===== config.mk =====
export PLATFORM = sky130hd
export DESIGN_NAME = arp_request_responder
export DESIGN_NICKNAME = d
export VERILOG_FILES = /design/src/arp_resp_pkg.sv /design/src/arp_request_responder.sv
export SDC_FILE = /design/constraint.sdc
export NUM_CORES = 1
export LEC_CHECK = 0
export BUFFER_PORTS_ARGS = -buffer_cell sky130_fd_sc_hd__buf_2
export CELL_PAD_IN_SITES_DETAIL_PLACEMENT = 1
export CELL_PAD_IN_SITES_GLOBAL_PLACEMENT = 1
export CORE_UTILIZATION = 30
export CTS_CLUSTER_DIAMETER = 80
export DETAILED_ROUTE_END_ITERATION = 16
export PLACE_DENSITY_LB_ADDON = 0.1
export SLEW_MARGIN = 25
export SYNTH_ARGS = -nofsm -noshare
export SYNTH_HDL_FRONTEND = slang
export SYNTH_SLANG_ARGS = --single-unit

===== constraint.sdc =====
create_clock -name clk_i -period 16.2 [get_ports clk_i]
set_input_delay 3.24 -clock clk_i [delete_from_list [all_inputs] [get_ports clk_i]]
set_output_delay 3.24 -clock clk_i [all_outputs]
set_load 0.1 [all_outputs]

===== src/arp_resp_pkg.sv =====
// Package for the ARP responder: payload types, frame constants and reply byte builder.
package arp_resp_pkg;

  localparam int unsigned FrameLen  = 42;
  localparam int unsigned PosWidth  = 6;
  localparam int unsigned MacWidth  = 48;
  localparam int unsigned IpWidth   = 32;
  localparam int unsigned CfgWidth  = 48;
  localparam int unsigned CfgIdxW   = 2;
  localparam int unsigned FrameBits = FrameLen * 8;

  // Configuration register indexes
  localparam logic [CfgIdxW-1:0] CfgEnable = 2'd0;
  localparam logic [CfgIdxW-1:0] CfgOwnMac = 2'd1;
  localparam logic [CfgIdxW-1:0] CfgOwnIp  = 2'd2;

  // Byte positions in the received frame
  localparam logic [PosWidth-1:0] PosEtypeHi  = 6'd12;
  localparam logic [PosWidth-1:0] PosEtypeLo  = 6'd13;
  localparam logic [PosWidth-1:0] PosOperHi   = 6'd20;
  localparam logic [PosWidth-1:0] PosOperLo   = 6'd21;
  localparam logic [PosWidth-1:0] PosSndMac   = 6'd22;
  localparam logic [PosWidth-1:0] PosSndIp    = 6'd28;
  localparam logic [PosWidth-1:0] PosSndIpEnd = 6'd32;
  localparam logic [PosWidth-1:0] PosTgtIp    = 6'd38;
  localparam logic [PosWidth-1:0] PosFull     = PosWidth'(FrameLen);
  localparam logic [PosWidth-1:0] PosFinal    = PosWidth'(FrameLen - 1);

  localparam logic [7:0] EtypeArpHi = 8'h08;
  localparam logic [7:0] EtypeArpLo = 8'h06;
  localparam logic [7:0] OperReqHi  = 8'h00;
  localparam logic [7:0] OperReqLo  = 8'h01;

  // EtherType, hardware type, protocol type, sizes and reply opcode
  localparam logic [79:0] ReplyFixed = 80'h0806_0001_0800_0604_0002;

  typedef struct packed {
    logic [7:0] rx_byte;
    logic       rx_last;
  } rx_item_t;

  typedef struct packed {
    logic [7:0] tx_byte;
    logic       tx_last;
  } tx_item_t;

  function automatic logic [7:0] reply_byte(
    input logic [PosWidth-1:0] k,
    input logic [MacWidth-1:0] req_mac,
    input logic [IpWidth-1:0]  req_ip,
    input logic [MacWidth-1:0] own_mac,
    input logic [IpWidth-1:0]  own_ip
  );
    logic [FrameBits-1:0] frm;
    logic [PosWidth-1:0]  rev;
    frm = {req_mac, own_mac, ReplyFixed, own_mac, own_ip, req_mac, req_ip};
    rev = PosFinal - k;
    return frm[rev*8 +: 8];
  endfunction

endpackage


===== src/arp_request_responder.sv =====
// ARP request responder: parses received frames and streams out ARP replies.
//
// Received bytes are taken one per clock while rx_stall_o is low. Each byte
// updates the frame checks and the captured sender addresses in the cycle it
// is accepted; on the last byte of a qualifying request a 42-byte reply starts
// on the transmit side in the next cycle and leaves at one byte per clock while
// tx_stall_i stays low. The transmit side holds its own copy of the sender
// addresses, so the next frame streams in while the reply drains. rx_stall_o
// rises only when a frame has reached its 42nd byte while the previous reply
// has not yet handed over its final byte; with an unstalled transmit side
// frames of 42 bytes or more arrive back to back with no wait.
module arp_request_responder (
  input  logic                                  clk_i,
  input  logic                                  rst_ni,
  input  logic                                  rx_valid_i,
  output logic                                  rx_stall_o,
  input  arp_resp_pkg::rx_item_t                rx_data_i,
  output logic                                  tx_valid_o,
  input  logic                                  tx_stall_i,
  output arp_resp_pkg::tx_item_t                tx_data_o,
  input  logic                                  cfg_we_i,
  input  logic [arp_resp_pkg::CfgIdxW-1:0]      cfg_idx_i,
  input  logic [arp_resp_pkg::CfgWidth-1:0]     cfg_wdata_i
);

  logic                                enable_q;
  logic [arp_resp_pkg::MacWidth-1:0]   own_mac_q;
  logic [arp_resp_pkg::IpWidth-1:0]    own_ip_q;

  logic [arp_resp_pkg::PosWidth-1:0]   pos_q, pos_d;
  logic                                checks_q, checks_d;
  logic [arp_resp_pkg::MacWidth-1:0]   rmac_q, rmac_d;
  logic [arp_resp_pkg::IpWidth-1:0]    rip_q, rip_d;

  logic                                tx_valid_q, tx_valid_d;
  logic [arp_resp_pkg::PosWidth-1:0]   idx_q, idx_d;
  logic [arp_resp_pkg::MacWidth-1:0]   tx_mac_q, tx_mac_d;
  logic [arp_resp_pkg::IpWidth-1:0]    tx_ip_q, tx_ip_d;

  logic                                rx_acc;
  logic                                tx_acc;
  logic                                tx_done;
  logic                                tx_free;
  logic                                fire;
  logic [arp_resp_pkg::PosWidth-1:0]   ip_off;
  logic [7:0]                          own_ip_byte;
  logic [7:0]                          b;

  assign tx_acc  = tx_valid_q && !tx_stall_i;
  assign tx_done = tx_acc && (idx_q == arp_resp_pkg::PosFinal);
  assign tx_free = !tx_valid_q || tx_done;

  // Hold input once a reply could be due and the transmitter is still busy
  assign rx_stall_o = (pos_q >= arp_resp_pkg::PosFinal) && !tx_free;
  assign rx_acc     = rx_valid_i && !rx_stall_o;

  assign b           = rx_data_i.rx_byte;
  assign ip_off      = pos_q - arp_resp_pkg::PosTgtIp;
  assign own_ip_byte = own_ip_q[(2'd3 - ip_off[1:0])*8 +: 8];

  always_comb begin
    pos_d    = pos_q;
    checks_d = checks_q;
    rmac_d   = rmac_q;
    rip_d    = rip_q;
    fire     = 1'b0;
    if (rx_acc) begin
      if (pos_q < arp_resp_pkg::PosFull) begin
        if (pos_q == arp_resp_pkg::PosEtypeHi && b != arp_resp_pkg::EtypeArpHi) checks_d = 1'b0;
        if (pos_q == arp_resp_pkg::PosEtypeLo && b != arp_resp_pkg::EtypeArpLo) checks_d = 1'b0;
        if (pos_q == arp_resp_pkg::PosOperHi && b != arp_resp_pkg::OperReqHi) checks_d = 1'b0;
        if (pos_q == arp_resp_pkg::PosOperLo && b != arp_resp_pkg::OperReqLo) checks_d = 1'b0;
        if (pos_q >= arp_resp_pkg::PosSndMac && pos_q < arp_resp_pkg::PosSndIp) begin
          rmac_d = {rmac_q[arp_resp_pkg::MacWidth-9:0], b};
        end
        if (pos_q >= arp_resp_pkg::PosSndIp && pos_q < arp_resp_pkg::PosSndIpEnd) begin
          rip_d = {rip_q[arp_resp_pkg::IpWidth-9:0], b};
        end
        if (pos_q >= arp_resp_pkg::PosTgtIp && b != own_ip_byte) checks_d = 1'b0;
        pos_d = pos_q + 6'd1;
      end
      if (rx_data_i.rx_last) begin
        fire     = enable_q && checks_d && (pos_d >= arp_resp_pkg::PosFull);
        pos_d    = '0;
        checks_d = 1'b1;
      end
    end
  end

  always_comb begin
    tx_valid_d = tx_valid_q;
    idx_d      = idx_q;
    tx_mac_d   = tx_mac_q;
    tx_ip_d    = tx_ip_q;
    if (fire) begin
      // Start a new reply; transmitter is free whenever this can happen
      tx_valid_d = 1'b1;
      idx_d      = '0;
      tx_mac_d   = rmac_d;
      tx_ip_d    = rip_d;
    end else if (tx_done) begin
      tx_valid_d = 1'b0;
    end else if (tx_acc) begin
      idx_d = idx_q + 6'd1;
    end
  end

  always_ff @(posedge clk_i or negedge rst_ni) begin
    if (!rst_ni) begin
      enable_q   <= 1'b0;
      own_mac_q  <= '0;
      own_ip_q   <= '0;
      pos_q      <= '0;
      checks_q   <= 1'b1;
      tx_valid_q <= 1'b0;
      idx_q      <= '0;
    end else begin
      if (cfg_we_i) begin
        unique case (cfg_idx_i)
          arp_resp_pkg::CfgEnable: enable_q  <= cfg_wdata_i[0];
          arp_resp_pkg::CfgOwnMac: own_mac_q <= cfg_wdata_i[arp_resp_pkg::MacWidth-1:0];
          arp_resp_pkg::CfgOwnIp:  own_ip_q  <= cfg_wdata_i[arp_resp_pkg::IpWidth-1:0];
          default: ;
        endcase
      end
      pos_q      <= pos_d;
      checks_q   <= checks_d;
      tx_valid_q <= tx_valid_d;
      idx_q      <= idx_d;
    end
  end

  always_ff @(posedge clk_i) begin
    rmac_q   <= rmac_d;
    rip_q    <= rip_d;
    tx_mac_q <= tx_mac_d;
    tx_ip_q  <= tx_ip_d;
  end

  assign tx_valid_o        = tx_valid_q;
  assign tx_data_o.tx_byte = arp_resp_pkg::reply_byte(idx_q, tx_mac_q, tx_ip_q,
                                                      own_mac_q, own_ip_q);
  assign tx_data_o.tx_last = (idx_q == arp_resp_pkg::PosFinal);

endmodule


==> impl_results.md <==
- ANT cells: 0
- GRT Util Overall: between 10% and 20%
- RSZ-0062 raised after global routing: no
- Post-CTS Setup Inserts: 0
- DR iter-0 viols: between 200 and 300
- First-pass GRT wire length: 45310 um
- FF-to-FF Start: idx_q[0]
- Outcome: complete, no violations
- Power consumption: 1.543 mW
- CTS Hold Bufs: 0
- Share of layout cells above drive strength 1: about 39%
- Clock Skew: 0.02479 ns
- Critical R2R Capture: tx_ip_q[21]
- Via count: 6647
- Leak Pwr: 5.249 nW
- Area growth syn-to-layout: 16.74%
- Cell depth of the worst min-delay path: 1
- Setup tns final: 0 ns
- Worst Max-Slew Pin Slew: 0.9580 ns
- Resized Gates After CTS: 0
- Port Buf Inserts: 74
- Number of global-route vias before repair: 7463
- Clk sink count: 255
- Number of filler cells placed in the layout: between 3000 and 4000
- Post-Route WL: 28830 um
- Final hold slack: 0.4737 ns
- Die outline height: slightly below 200 um
- Die Width: 194.3 um
- Worst EP required: 12.96 ns
- Clk buf depth: 3
- Syn Area/Cell: 14.30 um^2
- FF+latch count, synth: 255
- CTS tree: built
- Top cells by count, synth: mux2_2, dfrtp_1, dfxtp_1, edfxtp_1, mux4_2
- CTS root buffer: clkbuf_16
- Core area: 0.03652 mm^2
- Die area: 0.03775 mm^2
- Later-pin clock latency in the skew report: 0.57 ns
- Cell taking the most area after synthesis: edfxtp_1
- Final Util: between 30% and 40%
- CTS Buf Count: 30
- Worst Path Max Fanout: 3
- Via density: 4.983
- Count leader, synth: mux2_2
- Dominant cells by area after synthesis: edfxtp_1, dfrtp_1, mux2_2
- Register area share after synthesis: 57.53%
- Slew HR: 35.92%
- Routability cong.: 0.7378
- Maximum capacitance violations: 0
- CP Class: in -> out
- Post-synth top area share: between 20% and 30%
- H-tree level count: 1
- Initial Util: between 30% and 40%
- R2R depth: 8
- Clock transition at the registers of the reported paths: ~0.050 ns
- Top layer in use: met4
- Pin count of the biggest net entering global routing: 81
- Endpoint class of the critical path: primary output
- Core Rows: 70
- Tightest Hold Check Type: reg -> reg
- Nets: 913
- Met3 wire length: 764 um
- Max VDD drop: 0.07678 mV
- Dpl hpwl: approximately 20000 um
- Synthesized cell area: 0.01109 mm^2
- Fmax: 0.1339 GHz
- # IOs: 75
- Hold Crit Start: rmac_q[40]
- Routed Antenna Nets: 0
- Post-Syn Instances: 776
- Arr. time, crit path: approximately 4.2 ns
- Final setup viols: 0
- Asr flop ratio synth: a little under two fifths
- Worst setup SP type: input pin
- GRT overflow: 0
- Mapped Nets: 847
- Hold Path Sink: rmac_q[40]
- Period utilisation layout: 46.09%
- Post-synth EDFFs: 80
- Wirelength per Cell: 21.61 um
- Netlist cell types: 62
- Hold Violations, Final: 0
- Pwr dens: 119.2 mW/mm^2
- DRT Pass-1 Iters: 4
- Residual DRC: 0
- Ys flop type: dfrtp_1
- Synth warn: 0
- Met2 WL: 14560 um
- Initial antenna violation count: 2
- Max-slew violations: 0
- Tmin final: roughly 7.5 ns
- Met1 WL: 12930 um
- R2R Setup Slk: 11.73 ns
## through the flow
stage | instances | cell area, um^2 | worst slack [ns]
after floorplan | 776 | 11090 | 5.450
after global placement | 1278 | 11910 | 8.720
after detailed placement | 1278 | 11910 | 8.713
after CTS | 1334 | 12940 | 8.713
after global routing | 1334 | 12950 | 8.678
final | 1334 | 12950 | 8.734
## report_power, final
group / internal (mW) / switching [mW] / leakage [nW]
clock: 0.414 / 0.271 / 0.501
sequential: 0.700 / 0.0332 / 2.68
combinational: 0.0712 / 0.0540 / 2.07
## final cells by class
cell class	count	area, um^2	share of cell area, %
clock buffer	36	793.3	6.125
multi-input combinational	459	4456	34.40
inverter	12	45.04	0.3478
tap	468	585.6	4.521
clock inverter	20	232.7	1.797
sequential	255	6387	49.32
timing repair buffer	84	451.7	3.488
## registers in the layout, summed over array words and instances, names as in the netlist
signal and cells:
tx_mac_q 48, tx_valid_o 1, own_mac_q 48, own_ip_q 32
tx_ip_q 32, checks_q 1, pos_q 6, idx_q 6
rmac_q 48, rip_q 32, enable_q 1
## worst max-delay path: stages
cell	delay (ns)
buf_2	0.11
o41a_1	0.41
nand2_1	0.13
inv_1	0.05
buf_2	0.29
## placed cells by master, fill, tap and decap left out, drive strengths merged, types with 23 or more instances in the layout
| cell | n |
|---|---|
| buf | 84 |
| nand2 | 26 |
| mux2i | 23 |
| edfxtp | 80 |
| dfrtp | 94 |
| o21ai | 23 |
| clkbuf | 36 |
| mux2 | 169 |
| mux4 | 36 |
| dfxtp | 80 |
## logic make-up after synthesis
| logic type | after synthesis | share of synthesized area (%) |
|---|---|---|
| and+or+nand+nor | 108 | 5.154 |
| muxes | 228 | 26.81 |
| xor gates and xnor gates | 17 | 1.342 |
| buffers and inverters | 62 | 2.650 |
| AOI/OAI and AO/OA | 99 | 5.729 |
| adders and majority gates | 7 | 0.7894 |
| DFF | 255 | 57.53 |
## how the worst max path moves through the flow
| stage | startpoint | endpoint | slack [ns] | cells past startpoint |
|---|---|---|---|---|
| global placement | tx_stall_i | rx_stall_o | 8.72 | 5 |
| CTS | tx_stall_i | rx_stall_o | 8.71 | 5 |
| detailed placement | tx_stall_i | rx_stall_o | 8.71 | 5 |
| global route | tx_stall_i | rx_stall_o | 8.68 | 5 |
| finish | tx_stall_i | rx_stall_o | 8.73 | 5 |
| floorplan | rx_data_i[8] | tx_ip_q[0] | 5.45 | 6 |
## routing by layer
layer | global-route usage [%] | vias to the layer above
met2 | 26.81 | 90
met3 | 2.186 | 36
met1 | 20.56 | 3457
met5 | 0 | -
met4 | 3.792 | 0
li1 | - | 3064
No activity file was read; power rests on OpenSTA's default activity.
